$ cat config.mk
export PLATFORM = sky130hd
export DESIGN_NAME = sha256_queue
export DESIGN_NICKNAME = d
export VERILOG_FILES = /design/src/rtl/core/sha256_pkg.sv /design/src/rtl/core/sha256_queue.sv
export SDC_FILE = /design/constraint.sdc
export NUM_CORES = 1
export LEC_CHECK = 0
export BUFFER_PORTS_ARGS = -buffer_cell sky130_fd_sc_hd__buf_2
export CAP_MARGIN = 20
export CORE_MARGIN = 4
export CORE_UTILIZATION = 30
export DETAILED_ROUTE_END_ITERATION = 8
export GPL_TIMING_DRIVEN = 0
export PLACE_DENSITY = 0.53
export SETUP_SLACK_MARGIN = 0.1
export SLEW_MARGIN = 20
export SYNTH_ARGS = -nofsm -noshare
export SYNTH_HDL_FRONTEND = slang
export SYNTH_SLANG_ARGS = --single-unit
$ cat constraint.sdc
create_clock -name clk -period 12.2 [get_ports clk]
set_input_delay 1.83 -clock clk [delete_from_list [all_inputs] [get_ports clk]]
set_output_delay 1.83 -clock clk [all_outputs]
set_load 0.02 [all_outputs]
$ cat src/rtl/core/sha256_pkg.sv
// shared types, constants and round functions for the sha-256 stream hasher
`timescale 1ns / 1ps

package sha256_pkg;

    localparam int unsigned ROUNDS      = 64;
    localparam int unsigned QUEUE_DEPTH = 4;
    localparam logic [60:0] COUNT_MAX   = {61{1'b1}};
    localparam logic [7:0]  PAD_BYTE    = 8'h80;
    localparam logic [5:0]  LEN_START   = 6'd56;

    // command from front to back
    localparam logic [1:0] CMD_BLOCK = 2'd0;  // compress, keep chaining
    localparam logic [1:0] CMD_FINAL = 2'd1;  // compress, emit digest, restart

    typedef struct packed {
        logic [1:0]   cmd;
        logic [511:0] block;
        logic         len_err;
    } sha_cmd_t;

    localparam logic [255:0] INIT_HASH = {
        32'h6a09e667, 32'hbb67ae85, 32'h3c6ef372, 32'ha54ff53a,
        32'h510e527f, 32'h9b05688c, 32'h1f83d9ab, 32'h5be0cd19
    };

    function automatic logic [31:0] round_k(input logic [5:0] i);
        logic [31:0] k;
        unique case (i)
            6'd0:  k = 32'h428a2f98; 6'd1:  k = 32'h71374491;
            6'd2:  k = 32'hb5c0fbcf; 6'd3:  k = 32'he9b5dba5;
            6'd4:  k = 32'h3956c25b; 6'd5:  k = 32'h59f111f1;
            6'd6:  k = 32'h923f82a4; 6'd7:  k = 32'hab1c5ed5;
            6'd8:  k = 32'hd807aa98; 6'd9:  k = 32'h12835b01;
            6'd10: k = 32'h243185be; 6'd11: k = 32'h550c7dc3;
            6'd12: k = 32'h72be5d74; 6'd13: k = 32'h80deb1fe;
            6'd14: k = 32'h9bdc06a7; 6'd15: k = 32'hc19bf174;
            6'd16: k = 32'he49b69c1; 6'd17: k = 32'hefbe4786;
            6'd18: k = 32'h0fc19dc6; 6'd19: k = 32'h240ca1cc;
            6'd20: k = 32'h2de92c6f; 6'd21: k = 32'h4a7484aa;
            6'd22: k = 32'h5cb0a9dc; 6'd23: k = 32'h76f988da;
            6'd24: k = 32'h983e5152; 6'd25: k = 32'ha831c66d;
            6'd26: k = 32'hb00327c8; 6'd27: k = 32'hbf597fc7;
            6'd28: k = 32'hc6e00bf3; 6'd29: k = 32'hd5a79147;
            6'd30: k = 32'h06ca6351; 6'd31: k = 32'h14292967;
            6'd32: k = 32'h27b70a85; 6'd33: k = 32'h2e1b2138;
            6'd34: k = 32'h4d2c6dfc; 6'd35: k = 32'h53380d13;
            6'd36: k = 32'h650a7354; 6'd37: k = 32'h766a0abb;
            6'd38: k = 32'h81c2c92e; 6'd39: k = 32'h92722c85;
            6'd40: k = 32'ha2bfe8a1; 6'd41: k = 32'ha81a664b;
            6'd42: k = 32'hc24b8b70; 6'd43: k = 32'hc76c51a3;
            6'd44: k = 32'hd192e819; 6'd45: k = 32'hd6990624;
            6'd46: k = 32'hf40e3585; 6'd47: k = 32'h106aa070;
            6'd48: k = 32'h19a4c116; 6'd49: k = 32'h1e376c08;
            6'd50: k = 32'h2748774c; 6'd51: k = 32'h34b0bcb5;
            6'd52: k = 32'h391c0cb3; 6'd53: k = 32'h4ed8aa4a;
            6'd54: k = 32'h5b9cca4f; 6'd55: k = 32'h682e6ff3;
            6'd56: k = 32'h748f82ee; 6'd57: k = 32'h78a5636f;
            6'd58: k = 32'h84c87814; 6'd59: k = 32'h8cc70208;
            6'd60: k = 32'h90befffa; 6'd61: k = 32'ha4506ceb;
            6'd62: k = 32'hbef9a3f7; 6'd63: k = 32'hc67178f2;
            default: k = 32'h0;
        endcase
        return k;
    endfunction

    function automatic logic [31:0] rotr(input logic [31:0] v, input int unsigned n);
        return (v >> n) | (v << (32 - n));
    endfunction

endpackage

$ cat src/rtl/core/sha256_queue.sv
// short command queue between front and back
`timescale 1ns / 1ps

module sha256_queue (
    input  logic                 clk,
    input  logic                 rst_n,
    input  logic                 wr_en,
    input  sha256_pkg::sha_cmd_t wr_data,
    output logic                 full,
    output logic                 not_empty,
    input  logic                 rd_en,
    output sha256_pkg::sha_cmd_t rd_data
);

    localparam int unsigned AW = $clog2(sha256_pkg::QUEUE_DEPTH);

    sha256_pkg::sha_cmd_t mem [sha256_pkg::QUEUE_DEPTH];
    logic [AW-1:0] wp_reg, rp_reg;
    logic [AW:0]   cnt_reg;

    assign full      = cnt_reg == (AW+1)'(sha256_pkg::QUEUE_DEPTH);
    assign not_empty = cnt_reg != '0;
    assign rd_data   = mem[rp_reg];

    always_ff @(posedge clk)
    begin
        if (wr_en)
            mem[wp_reg] <= wr_data;
    end

    always_ff @(posedge clk or negedge rst_n)
    begin
        if (!rst_n)
        begin
            wp_reg  <= '0;
            rp_reg  <= '0;
            cnt_reg <= '0;
        end
        else
        begin
            if (wr_en) wp_reg <= wp_reg + AW'(1);
            if (rd_en) rp_reg <= rp_reg + AW'(1);
            cnt_reg <= cnt_reg + (AW+1)'(wr_en) - (AW+1)'(rd_en);
        end
    end

endmodule

# Word-level counts from Yosys, hierarchy flattened
# Memory sizes are Yosys's and may differ from the RTL's.
# Cells that the tools add are included.
# totals
register_bits	7
memories	1
mem_bits_rw	2060
latchBits	0
elab_cells	12
output_inout_bits	517
romBits	0
input_bits	519
# mem_list
memory	words	width	rd	rd_ports_with_merged_regs	wr	line_no	source
mem	4	515	1	0	1	sha256_queue.sv:17	sha256_pkg::sha_cmd_t mem [sha256_pkg::QUEUE_DEPTH];
# op_classes
eq_ne	1
n_reduce_logical	1
n_addsub	4
bitwise	0
n_mul	0
order_cmp	0
n_shift	0
muxes	2
div_mod_pow	0
# ops
cell	n
$add 2x1->2 const B	2
$add 3x1->3	1
$eq 3x3->1 const B	1
$reduce_bool 3->1	1
$sub 3x1->3	1
$mux 1	2

# Logic depth before layout (Yosys ltp)
# depth
depth_word	2
mapped_depth	7
mapped_depth_nobuf	7

# Least setup slack after synthesis
# Ideal clock, no wire load.
# synth_path
kind	input -> register
start	in wr_en
end	mem mem[0][0] in the netlist's numbering, enable pin
arrival_ps	13388
cell_stages	1
required_ps	11255
setup_slack_ps	-2133
path_buffers	0
setup_time_ps	945
path_cell_list	and2_1
# synth_via
elab_chain_cells	2
# synth_rtl
item	line_no	source
from (decl)	sha256_queue.sv:7	input logic wr_en,
$mux 1	sha256_queue.sv:27	if (wr_en)
$mux 1 (not written as such)	sha256_queue.sv:28	mem[wp_reg] <= wr_data;
to (decl)	sha256_queue.sv:17	
# Every way passes these cells.

==> impl_metrics.json <==
{
  "status": "complete, no violations",
  "fin_nets": 4559,
  "yosys-mux-area-fraction_pct": 15.56,
  "io_buffers": 1035,
  "holdWs_ns": 0.5355,
  "worst_pin_slew_ns": 0.9223,
  "core_area_um2": 246600,
  "clock-root-buffer": "clkbuf_16",
  "layout_commonest_cell": "edfxtp_1",
  "drive_gt1_share_pct": 47.54,
  "reg2reg_slack_ns": 9.02,
  "yosys.area_share.adder_pct": 0.1275,
  "hpwlAfterDp_um": 140400,
  "setup_viol": 0,
  "post_cts_resize_count": 0,
  "path_max_fanout": 10,
  "skew_ns": 0.04525,
  "crit_path_frequent_cell": "buf_2",
  "ios": 1036,
  "grt_pass1_wl_um": 278500,
  "fin_ws_ns": 6.819,
  "synth_edf_count": 2060,
  "start_util_pct": 30.23,
  "ys_seq_elements": 2067,
  "fp.dieW_um": 506.5,
  "min_period_ns": 5.381,
  "antenna_found_initial": 140,
  "area_growth_pct": 24.19,
  "postCtsHoldBufs": 0,
  "drc": 0,
  "via_per_inst": 4.596,
  "worstSetupPathType": "flop to output pin",
  "critical-path-slowest-cell": "mux4_2",
  "gp_congestion": 0.7485,
  "cts_tree": "built",
  "cts_buffer_depth": 3,
  "hold_viol": 0,
  "final_cell_mix": "2,060 x edfxtp_1, 1,078 x buf_2, 515 x mux4_2",
  "synth.top_cell.area_share_pct": 82.96,
  "place_ws_ns": 7.257,
  "synthSimpleGateAreaFrac_pct": 0.06041,
  "synth.distinct_cells": 18,
  "ir_drop_mv": 0.1523,
  "crit_path_cell_trace": "clkbuf_1 > buf_2 > buf_4 > mux4_2 > buf_2",
  "arrival_ns": 3.55,
  "gr-usage-all-layers_pct": 15.16,
  "route.antenna.remaining_nets": 0,
  "finalInstanceArea_um2": 92600,
  "htree_levels": 4,
  "max_freq_mhz": 185.9,
  "cp_data_required_time_ns": 10.37,
  "worst-r2r-cell-count": 9,
  "largest_register_ffs": 2060,
  "placed_area_um2": 85330,
  "rsz0062_at_grt": "false",
  "totalWireLength_um": 199300,
  "reg2reg_to": "mem[1][467]",
  "slowest_delay_ns": 0.72,
  "min_path_type": "flop to flop",
  "clock-sinks": 2067,
  "slew_headroom_pct": 38.51,
  "ys.warnings.count": 0,
  "max_cap_violations": 0,
  "syn_nets": 3250,
  "avgSynthCellArea_um2": 27.37,
  "worstReg2RegStart": "wp_reg[1]",
  "grt_max_degree": 45,
  "syn-cell-area_um2": 74560,
  "synth_ff_type": "edfxtp_1",
  "critPathLaunch": "rp_reg[0]",
  "die_h_um": 506.5,
  "synth_compound_area_share_pct": 0.006712,
  "finalNonFillerCells": 7591,
  "dp.cells": 7128,
  "ys_top_cells_by_area": "edfxtp_1 83%, mux4_2 16%, buf_4 0.30%, buf_2 0.29%, buf_6 0.24%",
  "cellPowerDensity_nw_per_um2": 261.3,
  "synth.largest_area_cell": "edfxtp_1",
  "worst_setup_path_start_kind": "flop",
  "grt_pass1_vias": 36590,
  "first_iter_violations": 2715,
  "critPathCapture": "rd_data[183]",
  "clk_pin_slew_ns": 0.06,
  "netlist_instances": 2724,
  "finalCritPeriodShare_pct": 44.10,
  "async_reset_ff_share_pct": 0.3387,
  "overflow": 0,
  "synth_xor_area_share_pct": 0.05873,
  "wire_per_inst_um": 26.25,
  "clk_latency_ns": 0.82,
  "ys_seq_area_share_pct": 83.20,
  "power_mw": 24.20,
  "maxSlewViolCount": 0,
  "synth_top_family_by_area": "multiplexers",
  "endpoint_kind": "output pin",
  "first_pass_iters": 7,
  "cts_buffers": 215,
  "leakage_nw": 30.98,
  "die-area_um2": 256600,
  "post-cts-setup-buffer-count": 0,
  "placementRows": 182,
  "num_vias": 34890
}
-- through the flow --
stage / utilization [%] / setup TNS [ns]
after CTS: 37.47 / 0
after floorplan: - / -1057.29
after global routing: 37.51 / 0
after global placement: 34.02 / -
final: 37.55 / 0
after detailed placement: 34.60 / 0
-- where the power goes --
group	leakage [nW]	switching (mW)	internal (mW)	total [mW]
Clock	3.44	2.73	3.83	6.56
Sequential	19.0	0.225	9.25	9.48
Combinational	8.53	5.17	3.00	8.17
-- final cells by class --
type,count,area (um^2)
Antenna cell,74,185.2
Buffer,115,721.9
Clock buffer,263,5624
Clock inverter,126,1456
Fill cell,22350,154000
Inverter,6,22.52
Multi-Input combinational cell,536,11800
Sequential cell,2067,62030
Tap cell,3312,4144
Timing Repair Buffer,1092,6614
-- cells in the mapped netlist (2+ instances only) --
| master | instances |
|---|---|
| edfxtp_1 | 2060 |
| buf_1 | 11 |
| buf_6 | 16 |
| xor2_1 | 2 |
| ha_1 | 6 |
| inv_1 | 6 |
| nand2_1 | 2 |
| dfrtp_1 | 7 |
| xnor2_1 | 3 |
| mux4_2 | 515 |
| buf_4 | 30 |
| clkbuf_1 | 15 |
| and2_1 | 4 |
| buf_2 | 43 |
-- worst min path at each step --
stage,start,end,slack (ns),cells past startpoint
global route,wp_reg[0],wp_reg[0],0.56,1
global placement,wp_reg[0],wp_reg[0],0.52,1
floorplan,wp_reg[0],wp_reg[0],0.49,1
finish,wp_reg[0],wp_reg[0],0.54,1
CTS,wp_reg[0],wp_reg[0],0.54,1
detailed placement,wp_reg[0],wp_reg[0],0.53,1
-- metal layers --
layer | global-route usage (%) | up-vias | routed length (um)
met4 | 6.285 | 92 | 8181
met2 | 24.65 | 1278 | 97240
met5 | 0 | - | 544
met1 | 17.32 | 18330 | 72470
li1 | - | 14720 | -
met3 | 6.959 | 468 | 20820
-- kinds of logic (layout without fill, tap and decap cells) --
| logic type | count (synthesis) | count (layout) |
|---|---|---|
| compound gates | 1 | 1 |
| xor+xnor | 5 | 5 |
| fa+ha+maj | 7 | 7 |
| buf+inv | 121 | 1602 |
| flops | 2067 | 2067 |
| mux | 515 | 515 |
| other cells | 0 | 74 |
| simple gates | 8 | 8 |
-- critical path, delay by kind of cell (launching register included) --
family,cells,cell delay (ns)
buf+inv,4,1.67
mux,1,0.72
flops,1,0.32
(Power assumes the default switching activity.)
