--- src/rtl/core/sha256_pkg.sv ---
// shared types, constants and round functions for the sha-256 stream hasher
`timescale 1ns / 1ps

package sha256_pkg;

    localparam int unsigned ROUNDS      = 64;
    localparam int unsigned QUEUE_DEPTH = 4;
    localparam logic [60:0] COUNT_MAX   = {61{1'b1}};
    localparam logic [7:0]  PAD_BYTE    = 8'h80;
    localparam logic [5:0]  LEN_START   = 6'd56;

    // command from front to back
    localparam logic [1:0] CMD_BLOCK = 2'd0;  // compress, keep chaining
    localparam logic [1:0] CMD_FINAL = 2'd1;  // compress, emit digest, restart

    typedef struct packed {
        logic [1:0]   cmd;
        logic [511:0] block;
        logic         len_err;
    } sha_cmd_t;

    localparam logic [255:0] INIT_HASH = {
        32'h6a09e667, 32'hbb67ae85, 32'h3c6ef372, 32'ha54ff53a,
        32'h510e527f, 32'h9b05688c, 32'h1f83d9ab, 32'h5be0cd19
    };

    function automatic logic [31:0] round_k(input logic [5:0] i);
        logic [31:0] k;
        unique case (i)
            6'd0:  k = 32'h428a2f98; 6'd1:  k = 32'h71374491;
            6'd2:  k = 32'hb5c0fbcf; 6'd3:  k = 32'he9b5dba5;
            6'd4:  k = 32'h3956c25b; 6'd5:  k = 32'h59f111f1;
            6'd6:  k = 32'h923f82a4; 6'd7:  k = 32'hab1c5ed5;
            6'd8:  k = 32'hd807aa98; 6'd9:  k = 32'h12835b01;
            6'd10: k = 32'h243185be; 6'd11: k = 32'h550c7dc3;
            6'd12: k = 32'h72be5d74; 6'd13: k = 32'h80deb1fe;
            6'd14: k = 32'h9bdc06a7; 6'd15: k = 32'hc19bf174;
            6'd16: k = 32'he49b69c1; 6'd17: k = 32'hefbe4786;
            6'd18: k = 32'h0fc19dc6; 6'd19: k = 32'h240ca1cc;
            6'd20: k = 32'h2de92c6f; 6'd21: k = 32'h4a7484aa;
            6'd22: k = 32'h5cb0a9dc; 6'd23: k = 32'h76f988da;
            6'd24: k = 32'h983e5152; 6'd25: k = 32'ha831c66d;
            6'd26: k = 32'hb00327c8; 6'd27: k = 32'hbf597fc7;
            6'd28: k = 32'hc6e00bf3; 6'd29: k = 32'hd5a79147;
            6'd30: k = 32'h06ca6351; 6'd31: k = 32'h14292967;
            6'd32: k = 32'h27b70a85; 6'd33: k = 32'h2e1b2138;
            6'd34: k = 32'h4d2c6dfc; 6'd35: k = 32'h53380d13;
            6'd36: k = 32'h650a7354; 6'd37: k = 32'h766a0abb;
            6'd38: k = 32'h81c2c92e; 6'd39: k = 32'h92722c85;
            6'd40: k = 32'ha2bfe8a1; 6'd41: k = 32'ha81a664b;
            6'd42: k = 32'hc24b8b70; 6'd43: k = 32'hc76c51a3;
            6'd44: k = 32'hd192e819; 6'd45: k = 32'hd6990624;
            6'd46: k = 32'hf40e3585; 6'd47: k = 32'h106aa070;
            6'd48: k = 32'h19a4c116; 6'd49: k = 32'h1e376c08;
            6'd50: k = 32'h2748774c; 6'd51: k = 32'h34b0bcb5;
            6'd52: k = 32'h391c0cb3; 6'd53: k = 32'h4ed8aa4a;
            6'd54: k = 32'h5b9cca4f; 6'd55: k = 32'h682e6ff3;
            6'd56: k = 32'h748f82ee; 6'd57: k = 32'h78a5636f;
            6'd58: k = 32'h84c87814; 6'd59: k = 32'h8cc70208;
            6'd60: k = 32'h90befffa; 6'd61: k = 32'ha4506ceb;
            6'd62: k = 32'hbef9a3f7; 6'd63: k = 32'hc67178f2;
            default: k = 32'h0;
        endcase
        return k;
    endfunction

    function automatic logic [31:0] rotr(input logic [31:0] v, input int unsigned n);
        return (v >> n) | (v << (32 - n));
    endfunction

endpackage

--- src/rtl/core/sha256_front.sv ---
// front end: gathers bytes into blocks, builds padding blocks, issues commands
`timescale 1ns / 1ps

module sha256_front (
    input  logic                 clk,
    input  logic                 rst_n,
    input  logic [7:0]           data_byte,
    input  logic                 has_byte,
    input  logic                 end_of_message,
    input  logic                 valid,
    output logic                 stall,
    output logic                 cmd_valid,
    output sha256_pkg::sha_cmd_t cmd,
    input  logic                 cmd_full
);

    localparam logic [1:0] ST_IN   = 2'd0;
    localparam logic [1:0] ST_PAD1 = 2'd1;  // final block with the length, still to be sent

    logic [1:0]   state_reg, state_next;
    logic [511:0] blk_reg, blk_next;
    logic [5:0]   fill_reg, fill_next;
    logic [60:0]  count_reg, count_next;
    logic         ovf_reg, ovf_next;
    logic         pend_reg, pend_next;   // pending command in pend_cmd_reg
    sha256_pkg::sha_cmd_t pend_cmd_reg, pend_cmd_next;

    logic         accept;
    logic [511:0] b;
    logic [5:0]   f;
    logic [60:0]  cnt;
    logic         ov;
    logic [63:0]  bits;
    logic [6:0]   fp;

    assign stall     = (state_reg != ST_IN) || pend_reg;
    assign accept    = valid && !stall;
    assign cmd_valid = pend_reg && !cmd_full;
    assign cmd       = pend_cmd_reg;

    always_comb
    begin
        state_next    = state_reg;
        blk_next      = blk_reg;
        fill_next     = fill_reg;
        count_next    = count_reg;
        ovf_next      = ovf_reg;
        pend_next     = pend_reg && cmd_full;
        pend_cmd_next = pend_cmd_reg;
        b    = blk_reg;
        f    = fill_reg;
        cnt  = count_reg;
        ov   = ovf_reg;
        bits = {count_reg, 3'b000};
        fp   = 7'd0;
        if (accept)
        begin
            if (has_byte)
            begin
                b[511 - 8 * f -: 8] = data_byte;
                if (cnt == sha256_pkg::COUNT_MAX)
                    ov = 1'b1;
                else
                    cnt = cnt + 61'd1;
            end
            bits = {cnt, 3'b000};
            fp   = {1'b0, f} + {6'd0, has_byte};
            if (fp == 7'd64)
            begin
                // block full: send it
                pend_next     = 1'b1;
                pend_cmd_next = '{cmd: sha256_pkg::CMD_BLOCK, block: b, len_err: ov};
                fp = 7'd0;
            end
            if (end_of_message)
            begin
                if (fp == 7'd0 && has_byte && f == 6'd63)
                begin
                    // full block is pending, padding block comes next
                    b = '0;
                    b[511 -: 8] = sha256_pkg::PAD_BYTE;
                    b[63:0] = bits;
                    blk_next  = b;
                    state_next = ST_PAD1;
                end
                else
                begin
                    b[511 - 8 * fp[5:0] -: 8] = sha256_pkg::PAD_BYTE;
                    for (int i = 0; i < 64; i++)
                        if (i > fp) b[511 - 8 * i -: 8] = 8'h00;
                    if (fp >= {1'b0, sha256_pkg::LEN_START})
                    begin
                        pend_next     = 1'b1;
                        pend_cmd_next = '{cmd: sha256_pkg::CMD_BLOCK, block: b,
                                          len_err: ov};
                        b = '0;
                        b[63:0] = bits;
                        blk_next   = b;
                        state_next = ST_PAD1;
                    end
                    else
                    begin
                        b[63:0] = bits;
                        pend_next     = 1'b1;
                        pend_cmd_next = '{cmd: sha256_pkg::CMD_FINAL, block: b,
                                          len_err: ov};
                    end
                end
                fill_next  = 6'd0;
                count_next = '0;
                ovf_next   = 1'b0;
                if (state_next == ST_PAD1)
                    ovf_next = ov;  // carried to the final block
            end
            else
            begin
                blk_next   = b;
                fill_next  = fp[5:0];
                count_next = cnt;
                ovf_next   = ov;
            end
        end
        else if (state_reg == ST_PAD1 && !pend_next)
        begin
            pend_next     = 1'b1;
            pend_cmd_next = '{cmd: sha256_pkg::CMD_FINAL, block: blk_reg,
                              len_err: ovf_reg};
            ovf_next   = 1'b0;
            state_next = ST_IN;
        end
    end

    always_ff @(posedge clk or negedge rst_n)
    begin
        if (!rst_n)
        begin
            state_reg <= ST_IN;
            fill_reg  <= '0;
            count_reg <= '0;
            ovf_reg   <= 1'b0;
            pend_reg  <= 1'b0;
        end
        else
        begin
            state_reg <= state_next;
            fill_reg  <= fill_next;
            count_reg <= count_next;
            ovf_reg   <= ovf_next;
            pend_reg  <= pend_next;
        end
    end

    always_ff @(posedge clk)
    begin
        blk_reg      <= blk_next;
        pend_cmd_reg <= pend_cmd_next;
    end

endmodule

--- config.mk ---
export PLATFORM = sky130hd
export DESIGN_NAME = sha256_front
export DESIGN_NICKNAME = d
export VERILOG_FILES = /design/src/rtl/core/sha256_pkg.sv /design/src/rtl/core/sha256_front.sv
export SDC_FILE = /design/constraint.sdc
export NUM_CORES = 2
export LEC_CHECK = 0
export ABC_AREA = 1
export BUFFER_PORTS_ARGS = -buffer_cell sky130_fd_sc_hd__buf_2
export CAP_MARGIN = 20
export CORE_MARGIN = 5
export CORE_UTILIZATION = 31
export CTS_CLUSTER_SIZE = 24
export DETAILED_ROUTE_END_ITERATION = 6
export PLACE_DENSITY = 0.48
export SYNTH_ARGS = -nofsm -noshare
export SYNTH_HDL_FRONTEND = slang
export SYNTH_SLANG_ARGS = --single-unit
--- constraint.sdc ---
create_clock -name clk -period 50.7 [get_ports clk]
set_clock_uncertainty 0.1 [all_clocks]
set_input_delay 2.535 -clock clk [delete_from_list [all_inputs] [get_ports clk]]
set_output_delay 2.535 -clock clk [all_outputs]
set_load 0.02 [all_outputs]
Word level (Yosys, flattened, before mapping)
Index checks and enable logic that the tools add are counted.

cells by class
  add/sub/neg operators = 6
  $lt $le $gt $ge = 64
  equality and inequality tests = 7
  shift-type cells = 4
  mux-type cells = 100
  reductions and logical operators = 15

operators with widths
  kind                       number
  $mux 515                   5
  $mux 512                   5
  $shift 8x34->519 const A   2
  $bwmux 512                 2
  $shiftx 8x34->519          1
  $shiftx 8x34->519 const A  1
  $mux 514                   1
  $mux 8                     63
  $gt 6x7->1 const A         32
  $mux 61                    3
  $gt 5x7->1 const A         16
  $neg 32->34                2
  $add 61x1->61 const B      1
  $eq 61x61->1 const B       1
  $gt 4x7->1 const A         8
  $gt 3x7->1 const A         4
  $sub 9x9->10 const A       2
  $gt 2x7->1 const A         2
  $mux 2                     7
  $mux 7                     2
  $mux 1                     11
  $add 6x1->7                1
  $eq 7x7->1 const B         1
  $ge 7x6->1 const B         1
  other kinds (12)           22

storage, ports and cells
  bits in registers = 1098
  bits of input ports = 14
  output and inout port bits = 517
  logic and storage cells = 205

Longest topological paths before layout
  depth after elaboration = 15
  depth in mapped cells = 18
  gate-level depth less buffers = 17

Worst setup path before layout
OpenSTA, ideal clock, no wires.

  path type = input to register
  start = input port has_byte
  end = register blk_reg[0] (enable)
  library setup time = 0.995 ns
  data arrival time = 17.110 ns
  data required time = 49.605 ns
  setup slack = 32.495 ns
  stages = 11
  buffers on the path = 2
  cell sequence = ha_1 -> ha_1 -> clkbuf_1 -> nor2_1 -> nand2_1 -> nor2_2 -> nand3_1 -> nand2_2 -> nor2_2 -> buf_4 -> nor2_2

between the ends
  longest elaborated chain between the ends = 9
  elaborated cells on any way between the ends = 10
  those cells by class = add/sub: 1; order compare: 1; eq/ne: 2; mux: 2; reduce/logical: 4

ends and longest elaborated chain
  element                                                              line                 source
  start: declaration                                                   sha256_front.sv:8    input logic has_byte,
  parallel branches: the longest is 7 deep, another holds $add 6x1->7  n/a
  $ne 3x1->1 (no source line) *                                        n/a
  $reduce_and 2->1 (no source line) *                                  n/a
  end signal: assignment                                               sha256_front.sv:155  blk_reg <= blk_next;
  end: declaration                                                     sha256_front.sv:21   logic [511:0] blk_reg, blk_next;

Mark *: on every way between the ends. The select of a mux whose other input is x is not followed.
A chain may end at the register's enable or synchronous reset.

Worst setup path in the final report
  start = input port has_byte
  end = register pend_cmd_reg, in the netlist cmd[513] (data pin)

between the ends
  longest elaborated chain between the ends = 10
  elaborated cells on any way between the ends = 13
  those cells by class = add/sub: 1; order compare: 1; eq/ne: 1; mux: 7; reduce/logical: 3

ends and longest elaborated chain
  element                                                              line                 source
  parallel branches: the longest is 8 deep, another holds $add 6x1->7  n/a
  $mux 515 *                                                           sha256_front.sv:75   if (end_of_message)
  $mux 515 *                                                           sha256_front.sv:56   if (accept)
  end signal: assignment                                               sha256_front.sv:156  pend_cmd_reg <= pend_cmd_next;
  end: declaration                                                     sha256_front.sv:26   sha256_pkg::sha_cmd_t pend_cmd_reg, pend_cmd_next;

Marks and branches as above.

==> key figures <==
Timing
  • RSZ-0062 raised after global routing: false
  • Final worst-path cycle share: 0.1575
  • Total negative slack: 0 ns
  • Maximum clock frequency: 125.3 MHz
  • Worst slew margin: 0.1962
  • Final Setup Violations: 0
  • Fin crit period: 7.984 ns
  • Final hold viol count: 0
  • Slew @ Worst Pin: 1.196 ns
  • Final Max Tran Viols: 0

Worst setup path
  • Most frequent CP cell: buf_4
  • Crit-path leading delay family: buffers and inverters
  • Reg2reg end: cmd[513]
  • Worst Path Arrival: 8.39 ns
  • Worst path cell trace: buf_2 -> nand2_1 -> nor2_1 -> nand2_1 -> inv_1 -> nand3_1 -> nand2_8 -> nor2_2 -> buf_4 -> nor2_4 -> buf_4 -> buf_4 -> buf_4 -> nand2_1
  • Buffer and inverter count on the worst path: 6
  • Worst-path fanout max: 69
  • Largest stage delay, worst path: 0.93 ns
  • Worst path required time: 51.11 ns
  • Reg2Reg Setup Slack: 43.61 ns
  • Setup Crit Path Kind: primary input to register
  • Worst r2r src: f[4]
  • Setup crit start kind: primary input
  • Cells on worst reg2reg path: 13
  • CP endpoint kind: register
  • CP max stage cell: buf_4

Floorplan
  • Starting density of the core: 0.3111
  • Top Ports: 531
  • Horiz. Die Dim: 454.9 um
  • FP Rows: 163
  • Die Area: 206,900 sq um
  • Die Span Y: 454.9 um
  • Core Region: 197,200 sq um

Global routing
  • First-pass GRT wire length: 382.2 mm
  • Final global-route overflow total: 0
  • GRT Resource Usage Total: 0.2496
  • Initial antenna violation count: 11
  • Largest net degree at the start of global routing: 164
  • Vias in the first global route: 51,942

Route
  • DR WL/cell: 25.68 um
  • Antenna Nets Post-Route: 0
  • DR iter-0 viols: 6,077
  • Via count: 56,145
  • DRC: 0
  • Initial DRT Pass Iterations: 6
  • Via-to-Cell Ratio: 5.360
  • Final wirelength: 269.0 mm

Cells and area
  • Layout cells sized above 1: 0.1194
  • Largest register FFs: 515
  • Layout Nets: 7,742
  • Filler-free cell count of the finished design: 10,474
  • Syn-to-layout area delta: 14.89%
  • Fill cells: 20,486

Clock tree
  • H-tree depth: 4
  • Resized cells post-CTS: 0
  • CTS tree: done
  • Postcts setup bufs: 0
  • Insertion delay to the later sink of the worst-skew pair: 0.80 ns
  • CTS Sinks: 1,098
  • Hold_buf cts: 0
  • Clock-pin slew of the registers on the worst-case setup and hold paths: 0.06 ns
  • Clk buf depth: 3
  • Clock buffers created by TritonCTS: 138
  • Clock root buffer: clkbuf_16

Place
  • Port-buffer cells: 530
  • GPL Wtd Cong: 0.9394
  • Placed cell count: 10,221
  • HPWL after detailed placement: 175.1 mm

Yosys
  • Post-synth EDFFs: 1,027
  • Synth Cell Area: 61,360 sq um
  • Yosys warns: 0
  • Mapped Cells: 7,449
  • Top FF cell, synth: edfxtp_1
  • Ys async rst share: 0.06466
  • Distinct cells, synth: 52
  • Syn nets: 7,466
  • Post-synthesis area per instance: 8.237 sq um
  • Post-synthesis sequential area ratio: 0.5316
  • Synthesis-stage register bit count: 1,098

Run
  • Max cap viols: 0

Power
  • Tot Pwr: 2.520 mW
  • Maximum vdd drop: 22.53 uV
  • PD cells: 35.75 nW/um^2
  • Static Leak: 28.81 nW

Hold path
  • Hold WC Path Type: register to register
  • Hold-critical path depth: 0
  • Worst Hold End: state_reg[1]
  • Hold path startpoint: state_reg[1]

Outcome
  • Status: complete, no violations
[stage by stage]
| stage | instance area (sq um) | setup slack (ns) | hold slack [ns] | util |
|---|---|---|---|---|
| detailed placement | 66190 | 41.92 | 0.2904 | 0.3356 |
| global route | 70500 | 42.48 | 0.3146 | 0.3575 |
| floorplan | 61360 | 32.50 | 0.3508 | - |
| global placement | 66160 | 41.98 | 0.2889 | 0.3355 |
| finish | 70500 | 42.72 | 0.3018 | 0.3575 |
| CTS | 70400 | 42.80 | 0.3017 | 0.3570 |
[logic make-up (layout without fill, tap and decap cells)]
| group | count (synthesis) | in the layout | share of synthesized area |
|---|---|---|---|
| AND/OR/NAND/NOR | 3323 | 3323 | 0.2190 |
| AO/OA/AOI/OAI | 1911 | 1911 | 0.1736 |
| flip-flops | 1098 | 1098 | 0.5316 |
| buffers and inverters | 1062 | 1445 | 0.06768 |
| XOR/XNOR | 49 | 49 | 0.007117 |
| adder cells (fa/ha/maj) | 3 | 3 | 0.0006118 |
| multiplexers | 3 | 3 | 0.0004894 |
| other | 0 | 2 | 0 |
[synthesized netlist by cell type (39+ instances only)]
master,n,area (sq um)
nand2_1,1741,6535
dfrtp_1,71,1777
a22oi_1,42,315.3
inv_1,545,2046
xor2_1,47,411.6
buf_2,94,470.5
nand3_1,395,1977
nor2_1,1027,3855
clkbuf_1,355,1333
a21boi_1,39,292.8
o21ai_1,39,195.2
o22ai_1,77,481.7
o211ai_1,136,1021
edfxtp_1,1027,30840
a21oi_1,518,2592
or2_2,51,319.1
o21ai_0,925,4629
[cell usage in the layout (no fill, tap or decap), types with 77 or more instances in the layout]
| cell | instances |
|---|---|
| inv_1 | 543 |
| buf_2 | 529 |
| a21oi_1 | 518 |
| o22ai_1 | 77 |
| nand3_1 | 395 |
| clkbuf_16 | 142 |
| o211ai_1 | 136 |
| buf_4 | 89 |
| edfxtp_1 | 1027 |
| nor2_1 | 1022 |
| nand2_1 | 1739 |
| o21ai_0 | 924 |
[power by group]
group          switching, mW  internal (mW)  total [mW]
Combinational          0.317          0.110       0.428
Sequential            0.0488           1.09        1.14
Clock                  0.423          0.534       0.956
Total                  0.789           1.73        2.52
[worst max-delay path by stage]
stage,startpoint,to,cells past startpoint
floorplan,has_byte,blk_reg[0],11
global placement,has_byte,cmd[513],16
detailed placement,has_byte,cmd[513],16
CTS,has_byte,cmd[513],16
global route,has_byte,cmd[513],16
finish,has_byte,cmd[513],14
[routing by layer]
metal  GRT usage  vias to the layer above  share of wire
met3     0.05250                      372          0.081
met5           0                        -              0
met1      0.3344                    27543           0.42
met2      0.3883                     2272           0.45
met4      0.1137                        0          0.050
li1            -                    25958              -
[area by class of cell]
cell class	count	area, sq um	area share
repair buffers	629	3545	0.05028
well taps	2640	3303	0.04685
clock buffers	190	3774	0.05353
clock inverters	57	442.9	0.006283
diodes	2	5.005	0.00007099
flip-flops and latches	1098	32620	0.4626
multi-input cells	5289	24660	0.3498
inverters	569	2150	0.03049
No activity file was read; power rests on OpenSTA's default activity.
