--- src/rtl/core/sha256_pkg.sv ---
// shared types, constants and round functions for the sha-256 stream hasher
`timescale 1ns / 1ps

package sha256_pkg;

    localparam int unsigned ROUNDS      = 64;
    localparam int unsigned QUEUE_DEPTH = 4;
    localparam logic [60:0] COUNT_MAX   = {61{1'b1}};
    localparam logic [7:0]  PAD_BYTE    = 8'h80;
    localparam logic [5:0]  LEN_START   = 6'd56;

    // command from front to back
    localparam logic [1:0] CMD_BLOCK = 2'd0;  // compress, keep chaining
    localparam logic [1:0] CMD_FINAL = 2'd1;  // compress, emit digest, restart

    typedef struct packed {
        logic [1:0]   cmd;
        logic [511:0] block;
        logic         len_err;
    } sha_cmd_t;

    localparam logic [255:0] INIT_HASH = {
        32'h6a09e667, 32'hbb67ae85, 32'h3c6ef372, 32'ha54ff53a,
        32'h510e527f, 32'h9b05688c, 32'h1f83d9ab, 32'h5be0cd19
    };

    function automatic logic [31:0] round_k(input logic [5:0] i);
        logic [31:0] k;
        unique case (i)
            6'd0:  k = 32'h428a2f98; 6'd1:  k = 32'h71374491;
            6'd2:  k = 32'hb5c0fbcf; 6'd3:  k = 32'he9b5dba5;
            6'd4:  k = 32'h3956c25b; 6'd5:  k = 32'h59f111f1;
            6'd6:  k = 32'h923f82a4; 6'd7:  k = 32'hab1c5ed5;
            6'd8:  k = 32'hd807aa98; 6'd9:  k = 32'h12835b01;
            6'd10: k = 32'h243185be; 6'd11: k = 32'h550c7dc3;
            6'd12: k = 32'h72be5d74; 6'd13: k = 32'h80deb1fe;
            6'd14: k = 32'h9bdc06a7; 6'd15: k = 32'hc19bf174;
            6'd16: k = 32'he49b69c1; 6'd17: k = 32'hefbe4786;
            6'd18: k = 32'h0fc19dc6; 6'd19: k = 32'h240ca1cc;
            6'd20: k = 32'h2de92c6f; 6'd21: k = 32'h4a7484aa;
            6'd22: k = 32'h5cb0a9dc; 6'd23: k = 32'h76f988da;
            6'd24: k = 32'h983e5152; 6'd25: k = 32'ha831c66d;
            6'd26: k = 32'hb00327c8; 6'd27: k = 32'hbf597fc7;
            6'd28: k = 32'hc6e00bf3; 6'd29: k = 32'hd5a79147;
            6'd30: k = 32'h06ca6351; 6'd31: k = 32'h14292967;
            6'd32: k = 32'h27b70a85; 6'd33: k = 32'h2e1b2138;
            6'd34: k = 32'h4d2c6dfc; 6'd35: k = 32'h53380d13;
            6'd36: k = 32'h650a7354; 6'd37: k = 32'h766a0abb;
            6'd38: k = 32'h81c2c92e; 6'd39: k = 32'h92722c85;
            6'd40: k = 32'ha2bfe8a1; 6'd41: k = 32'ha81a664b;
            6'd42: k = 32'hc24b8b70; 6'd43: k = 32'hc76c51a3;
            6'd44: k = 32'hd192e819; 6'd45: k = 32'hd6990624;
            6'd46: k = 32'hf40e3585; 6'd47: k = 32'h106aa070;
            6'd48: k = 32'h19a4c116; 6'd49: k = 32'h1e376c08;
            6'd50: k = 32'h2748774c; 6'd51: k = 32'h34b0bcb5;
            6'd52: k = 32'h391c0cb3; 6'd53: k = 32'h4ed8aa4a;
            6'd54: k = 32'h5b9cca4f; 6'd55: k = 32'h682e6ff3;
            6'd56: k = 32'h748f82ee; 6'd57: k = 32'h78a5636f;
            6'd58: k = 32'h84c87814; 6'd59: k = 32'h8cc70208;
            6'd60: k = 32'h90befffa; 6'd61: k = 32'ha4506ceb;
            6'd62: k = 32'hbef9a3f7; 6'd63: k = 32'hc67178f2;
            default: k = 32'h0;
        endcase
        return k;
    endfunction

    function automatic logic [31:0] rotr(input logic [31:0] v, input int unsigned n);
        return (v >> n) | (v << (32 - n));
    endfunction

endpackage

--- src/rtl/core/sha256_back.sv ---
// back end: iterative compression, one round a cycle, and digest output
`timescale 1ns / 1ps

module sha256_back (
    input  logic                 clk,
    input  logic                 rst_n,
    input  logic                 cmd_avail,
    input  sha256_pkg::sha_cmd_t cmd,
    output logic                 cmd_take,
    output logic [31:0]          digest_word,
    output logic [2:0]           word_index,
    output logic                 last_word,
    output logic                 len_overflow,
    output logic                 valid,
    input  logic                 stall
);

    localparam logic [1:0] ST_IDLE  = 2'd0;
    localparam logic [1:0] ST_ROUND = 2'd1;
    localparam logic [1:0] ST_ADD   = 2'd2;
    localparam logic [1:0] ST_OUT   = 2'd3;

    logic [1:0]   state_reg;
    logic [5:0]   rnd_reg;
    logic [511:0] w_reg;      // sliding window of 16 schedule words
    logic [255:0] h_reg;      // chaining value
    logic [255:0] v_reg;      // working variables a..h
    logic         fin_reg, err_reg;
    logic [2:0]   idx_reg;

    logic [31:0] a, bb, c, d, e, f, g, hh, wt, t1, t2, s0, s1, wnew, w1, w14;

    always_comb
    begin
        {a, bb, c, d, e, f, g, hh} = v_reg;
        wt   = w_reg[511 -: 32];
        w1   = w_reg[479 -: 32];
        w14  = w_reg[63 -: 32];
        s0   = sha256_pkg::rotr(w1, 7) ^ sha256_pkg::rotr(w1, 18) ^ (w1 >> 3);
        s1   = sha256_pkg::rotr(w14, 17) ^ sha256_pkg::rotr(w14, 19) ^ (w14 >> 10);
        wnew = s1 + w_reg[223 -: 32] + s0 + wt;
        t1   = hh + (sha256_pkg::rotr(e, 6) ^ sha256_pkg::rotr(e, 11)
                   ^ sha256_pkg::rotr(e, 25)) + ((e & f) ^ (~e & g))
               + sha256_pkg::round_k(rnd_reg) + wt;
        t2   = (sha256_pkg::rotr(a, 2) ^ sha256_pkg::rotr(a, 13)
               ^ sha256_pkg::rotr(a, 22)) + ((a & bb) ^ (a & c) ^ (bb & c));
    end

    assign cmd_take     = state_reg == ST_IDLE && cmd_avail;
    assign valid        = state_reg == ST_OUT;
    assign digest_word  = h_reg[255 - 32 * idx_reg -: 32];
    assign word_index   = idx_reg;
    assign last_word    = idx_reg == 3'd7;
    assign len_overflow = err_reg;

    always_ff @(posedge clk or negedge rst_n)
    begin
        if (!rst_n)
        begin
            state_reg <= ST_IDLE;
            rnd_reg   <= '0;
            idx_reg   <= '0;
            h_reg     <= sha256_pkg::INIT_HASH;
        end
        else
        begin
            unique case (state_reg)
                ST_IDLE:
                begin
                    if (cmd_avail)
                    begin
                        rnd_reg   <= '0;
                        state_reg <= ST_ROUND;
                    end
                end
                ST_ROUND:
                begin
                    rnd_reg <= rnd_reg + 6'd1;
                    if (rnd_reg == 6'(sha256_pkg::ROUNDS - 1))
                        state_reg <= ST_ADD;
                end
                ST_ADD:
                begin
                    h_reg <= {h_reg[255:224] + a, h_reg[223:192] + bb,
                              h_reg[191:160] + c, h_reg[159:128] + d,
                              h_reg[127:96] + e,  h_reg[95:64] + f,
                              h_reg[63:32] + g,   h_reg[31:0] + hh};
                    idx_reg   <= '0;
                    state_reg <= fin_reg ? ST_OUT : ST_IDLE;
                end
                ST_OUT:
                begin
                    if (!stall)
                    begin
                        idx_reg <= idx_reg + 3'd1;
                        if (idx_reg == 3'd7)
                        begin
                            h_reg     <= sha256_pkg::INIT_HASH;
                            state_reg <= ST_IDLE;
                        end
                    end
                end
                default: state_reg <= ST_IDLE;
            endcase
        end
    end

    always_ff @(posedge clk)
    begin
        if (cmd_take)
        begin
            w_reg   <= cmd.block;
            v_reg   <= h_reg;
            fin_reg <= cmd.cmd == sha256_pkg::CMD_FINAL;
            err_reg <= cmd.len_err;
        end
        else if (state_reg == ST_ROUND)
        begin
            w_reg <= {w_reg[479:0], wnew};
            v_reg <= {t1 + t2, a, bb, c, d + t1, e, f, g};
        end
    end

endmodule

--- config.mk ---
export PLATFORM = sky130hd
export DESIGN_NAME = sha256_back
export DESIGN_NICKNAME = d
export VERILOG_FILES = /design/src/rtl/core/sha256_pkg.sv /design/src/rtl/core/sha256_back.sv
export SDC_FILE = /design/constraint.sdc
export NUM_CORES = 2
export LEC_CHECK = 0
export BUFFER_PORTS_ARGS = -buffer_cell sky130_fd_sc_hd__buf_2
export CAP_MARGIN = 30
export CORE_AREA = 2 2 404 406
export CTS_BUF_LIST = sky130_fd_sc_hd__clkbuf_8
export DETAILED_ROUTE_END_ITERATION = 8
export DIE_AREA = 0 0 406 408
export PLACE_DENSITY = 0.59
export SYNTH_ARGS = -nofsm -noshare
export SYNTH_HDL_FRONTEND = slang
export SYNTH_SLANG_ARGS = --single-unit
--- constraint.sdc ---
create_clock -name clk -period 23.6 [get_ports clk]
set_input_delay 3.54 -clock clk [delete_from_list [all_inputs] [get_ports clk]]
set_output_delay 3.54 -clock clk [all_outputs]
set_load 0.05 [all_outputs]
# Word level (Yosys, flattened, before mapping)
# Memory sizes are Yosys's and may differ from the RTL's.
# Cells that the tools add are included.
dict set report totals {
  ff_bits 1037
  rom_bits 2048
  input_bits 519
  output_inout_bits 39
  word_cells 94
  memories 1
}
# name words width rd rd_ports_with_merged_regs wr line_no
set memory_table {}
lappend memory_table {{(no name shown)} 64 32 1 0 0 sha256_pkg.sv:29} ;# unique case (i)
dict set report classes {
  add_sub_neg 21
  n_eq_ne 10
  shift 1
  mux 17
  bitwise 27
  reduce_logical 9
}
# operator count
set ops {}
lappend ops {{256-bit 2-to-1 mux} 4}
lappend ops {{512-bit 2-to-1 mux} 2}
lappend ops {{32-bit adder} 18}
lappend ops {{256-bit case mux with 2 select lines} 1}
lappend ops {{32-bit bitwise XOR} 9}
lappend ops {{287-bit by 33-bit indexed part select with 32-bit output} 1}
lappend ops {{32-bit bitwise AND} 5}
lappend ops {{32-bit inverter} 1}
lappend ops {{10-bit by 32-bit bitwise OR with 32-bit output} 1}
lappend ops {{13-bit by 32-bit bitwise OR with 32-bit output} 1}
lappend ops {{14-bit by 32-bit bitwise OR with 32-bit output} 1}
lappend ops {{15-bit by 32-bit bitwise OR with 32-bit output} 1}
lappend ops {{19-bit by 32-bit bitwise OR with 32-bit output} 1}
lappend ops {{21-bit by 32-bit bitwise OR with 32-bit output} 1}
lappend ops {{25-bit by 32-bit bitwise OR with 32-bit output} 1}
lappend ops {{26-bit by 32-bit bitwise OR with 32-bit output} 1}
lappend ops {{30-bit by 32-bit bitwise OR with 32-bit output} 1}
lappend ops {{7-bit by 32-bit bitwise OR with 32-bit output} 1}
lappend ops {{32-bit by 22-bit bitwise XOR with 32-bit output} 1}
lappend ops {{32-bit by 29-bit bitwise XOR with 32-bit output} 1}
lappend ops {{6-bit case mux with 2 select lines} 1}
lappend ops {{2-bit 2-to-1 mux} 5}
lappend ops {{8-bit by 8-bit subtractor with 9-bit output, first input constant} 1}
lappend ops {{2-bit != test, second input constant} 4}
lappend ops {{other kinds (16)} 21}

# Depth between registers and ports, before layout
dict set report depth {
  ltp_word 10
  mapped_depth 38
  ltp_nobuf 36
}

# Worst setup path after synthesis
# Ideal clock, no wire load.
dict set report synth_path {
  path_type {input to register}
  startpoint {in cmd_avail}
  endpoint {reg v_reg[0], enable pin}
  setup_time_ps 1110
  arrival_time_ps 18932
  required_time_ps 22490
  slack_ps 3558
  path_stages 5
  path_buffers 1
  cell_sequence {nand2_1 inv_2 clkbuf_1 nor2_1 inv_1}
}
dict set report synth_between {
  elab_chain_len 2
}
# item line_no
set synth_lines {}
lappend synth_lines {{start: declaration} sha256_back.sv:7} ;# input logic cmd_avail,
lappend synth_lines {{1-bit logical AND} sha256_back.sv:49} ;# assign cmd_take = state_reg == ST_IDLE && cmd_avail;
lappend synth_lines {{2-bit nonzero test (no source line)} n/a}
lappend synth_lines {{end signal: assignment} sha256_back.sv:113} ;# v_reg <= h_reg;
lappend synth_lines {{end signal: assignment} sha256_back.sv:120} ;# v_reg <= {t1 + t2, a, bb, c, d + t1, e, f, g};
lappend synth_lines {{end: declaration} sha256_back.sv:27} ;# logic [255:0] v_reg;
# No other way between the ends.
# A chain may end at the register's enable or synchronous reset.

# Worst setup path after layout
dict set report layout_path {
  startpoint {reg rnd_reg[0]}
  endpoint {reg v_reg[255] (data pin)}
}
dict set report layout_between {
  elab_chain_len 6
}
# item line_no
set layout_lines {}
lappend layout_lines {{start: declaration} sha256_back.sv:24} ;# logic [5:0] rnd_reg;
lappend layout_lines {{start signal: assignment} sha256_back.sv:78} ;# rnd_reg <= rnd_reg + 6'd1;
lappend layout_lines {{memory 64 x 32 bit} n/a}
lappend layout_lines {{32-bit adder (2 in series)} sha256_back.sv:44} ;# + sha256_pkg::round_k(rnd_reg) + wt;
lappend layout_lines {{32-bit adder} sha256_back.sv:120}
lappend layout_lines {{256-bit 2-to-1 mux} sha256_back.sv:117} ;# else if (state_reg == ST_ROUND)
lappend layout_lines {{256-bit 2-to-1 mux} sha256_back.sv:110} ;# if (cmd_take)
# No other way between the ends. The select of a mux whose other input is x is not followed.

==> run summary <==
Status - complete, no violations
Vias per cell - 5.62
Summed instance area of the synthesized netlist - 72000 µm²
Boundary Pins - 558
Async set or reset register ratio after synthesis - 25.7%
Min Clock Period, post-route - 9.61 ns
Die height - 408 µm
Die Outline Area - 166000 µm²
# clock sinks - 1037
Horiz. Die Dim - 406 µm
Critical Path Sink Type - register
Residual DRC - 0
Overall global routing resource usage - 31.5%
Path category of the worst min-delay check - register to register
Max-capacitance violation count - 0
Clock latency on the worst-skew pair - 0.97 ns
Critical Setup Path Class - register to register
Prevailing post-synth register cell - sky130_fd_sc_hd__edfxtp_1
CP Max Fanout - 23
Core Region - 162000 µm²
Worst slew slack as a fraction of its limit - 17.0%
Vias - 60.1k
Number of failing hold endpoints at the final stage - 0
Fraction of synthesized cell area taken by the top area cell type - 32.1%
Count of synthesis-stage warnings from yosys - 0
Startpoint of the most critical register-to-register path - rnd_reg[0]
Number of register bits inferred by synthesis - 1037
Hold Path Cell Cnt - 2
Worst Skew - 0.0781 ns
Critical path required time - 24.28 ns
CP Launch Type - register
Maximum buffer depth of the clock tree - 3
Number of distinct library cell variants in the gate-level netlist after synthesis - 97
Setup Viol. Count Final - 0
Worst EP arrival - 10.28 ns
Number of global-route vias before repair - 58.6k
Cts hold-fix bufs - 0
Register-to-register setup slack - 13.99 ns
Main area contributors after synthesis - sky130_fd_sc_hd__edfxtp_1, sky130_fd_sc_hd__nand2_1, sky130_fd_sc_hd__ha_1, sky130_fd_sc_hd__fa_1, sky130_fd_sc_hd__dfstp_2
Nets - 9431
Resized Gates After CTS - 0
Worst Hold Launch - w_reg[289]
Final core occ - 49.9%
Final clock period utilization by the worst path - 40.7%
Final Slew Violations - 0
End of the worst hold path - w_reg[321]
Number of standard-cell rows in the floorplan - 148
Mean instance size in the synthesized netlist - 9.15 µm²
Unrepaired setup endpoints after global routing - no
Worst stage delay on the critical path - 0.93 ns
Slack of the critical path - 13.99 ns
Max Clk Rate - 0.104 GHz
Global-route wire length before repair - 386000 µm
Root buf cell - sky130_fd_sc_hd__clkbuf_8
Sum Neg Setup Slack - 0 ns
Critical path startpoint - rnd_reg[0]
Cell type with the largest total area after synthesis - sky130_fd_sc_hd__edfxtp_1
Maximum number of pins on one net before global-route repair - 244
Capturing point of the worst reg2reg path - v_reg[255]
Routed length per instance - 24.8 µm
Pre-CTS WS - 14.09 ns
Clock Pin Slew Worst Setup and Hold Paths - 0.06 ns
Final Wtd Congestion - 0.969
Cells after Synth - 7873
Routed Antenna Nets - 0
Worst slew pin tran - 1.25 ns
Wire length after detailed routing - 265000 µm
H-Tree Depth - 4
Half-perimeter wire length after placement - 201000 µm
CTS tree - yes
Global route overflow - 0
Largest register FFs - 512
Count of flip-flops with a built-in enable after synthesis - 770
Starting Density - 44.6%
Area growth from synthesis to layout - 12.1%
Critical Path Slowest Stage Cell - sky130_fd_sc_hd__a311oi_1
Number of setup buffers added after CTS - 0
Nets in the synthesized netlist - 8986
TritonCTS buffer count - 188
Drt first-iter violations - 6169
FILL cells - 15.4k
Portion of the post-synthesis area used by sequential elements - 41.6%
First-pass detailed-route iteration total - 8
Proportion of layout cells with a drive suffix above 1 - 14.3%
Worst R2R Path Depth - 37
Antenna violations before repair - 46
Number of buffers added on ports - 557
cell families (layout without fill, tap and decap cells):
kind of cell / count (synthesis) / count (layout) / synth area share, %
compound gates: 1580 / 1580 / 13.8
xor+xnor: 565 / 565 / 6.87
buf+inv: 860 / 1467 / 4.49
flops: 1037 / 1037 / 41.6
other cells: 0 / 37 / 0
mux: 144 / 144 / 3.34
fa+ha+maj: 596 / 596 / 12.4
simple gates: 3091 / 3091 / 17.4
metal layers:
| layer | GRT usage, % | up-vias | share of wire [%] |
|---|---|---|---|
| met1 | 45.2 | 29274 | 44 |
| met2 | 47.8 | 2467 | 44 |
| met3 | 5.31 | 426 | 8.0 |
| met5 | 0 | - | 0.033 |
| met4 | 11.6 | 14 | 3.8 |
| li1 | - | 27889 | - |
cell type report:
class                   count  area, µm²  area share [%]
repair buffers            631       3500            4.33
well taps                2175       2720            3.37
multi-input cells        5976      38900            48.1
inverters                 484       1830            2.27
clock buffers             207       2850            3.53
flip-flops and latches   1037      30000            37.2
diodes                     37       92.6           0.115
clock inverters           145        876            1.09
worst max path at each step:
stage,endpoint,cells after the start,slack (ns)
2_1_floorplan,v_reg[0],5,3.56
3_3_place_gp,v_reg[255],37,14.09
3_5_place_dp,v_reg[255],37,14.09
4_1_cts,v_reg[255],37,14.03
5_1_grt,v_reg[255],37,13.39
6_report,v_reg[255],37,13.99
metrics by stage:
| step | cells | area (µm²) | hold WS (ns) |
|---|---|---|---|
| final | 10692 | 80700 | 0.489 |
| after global routing | 10678 | 80700 | 0.502 |
| after CTS | 10653 | 80600 | 0.487 |
| after detailed placement | 10301 | 76800 | 0.497 |
| after global placement | 10299 | 76800 | 0.493 |
| after floorplan | 7873 | 72000 | 0.466 |
cells in the final DEF, fill, tap and decap left out, drive strengths merged, types with 15 or more instances in the layout:
cell,netlist,final
nand2,2291,2291
edfxtp,770,770
buf,31,631
inv,483,563
a21oi,478,478
o21ai,423,423
ha,397,397
nor2,378,378
xnor2,310,310
xor2,255,255
clkbuf,345,207
a21o,203,203
fa,197,197
dfstp,136,136
dfrtp,131,131
nand3,77,77
nand2b,77,77
mux4,71,71
o21a,66,66
nor3,64,64
mux2,62,62
clkinv,1,60
nor2b,49,49
a211oi,45,45
o21bai,43,43
a31oi,42,42
o31ai,41,41
diode,0,37
or3,36,36
o211ai,31,31
and3,30,30
nand4,21,21
a211o,17,17
o311ai,16,16
a311oi,15,15
a22o,15,15
o22a,15,15
synthesized netlist by cell type, drive strengths merged, types with 15 or more instances:
cell and count:
a211o 17, a211oi 45, a21o 203, a21oi 478, a22o 15, a311oi 15
a31oi 42, and3 30, buf 31, clkbuf 345, dfrtp 131, dfstp 136
edfxtp 770, fa 197, ha 397, inv 483, mux2 62, mux4 71
nand2 2291, nand2b 77, nand3 77, nand4 21, nor2 378, nor2b 49
nor3 64, o211ai 31, o21a 66, o21ai 423, o21bai 43, o22a 15
o311ai 16, o31ai 41, or3 36, xnor2 310, xor2 255
critical path, delay by kind of cell, from the launching register on:
kind	cells	cell delay, ns
xor gates and xnor gates	2	0.31
and+or+nand+nor	7	1.12
adders and majority gates	7	2.95
DFF	1	0.35
buffers and inverters	5	0.75
AOI/OAI and AO/OA	16	3.80
Power is not shown: default switching activity piles up to over one toggle a cycle in this logic, so the estimate is an artifact.
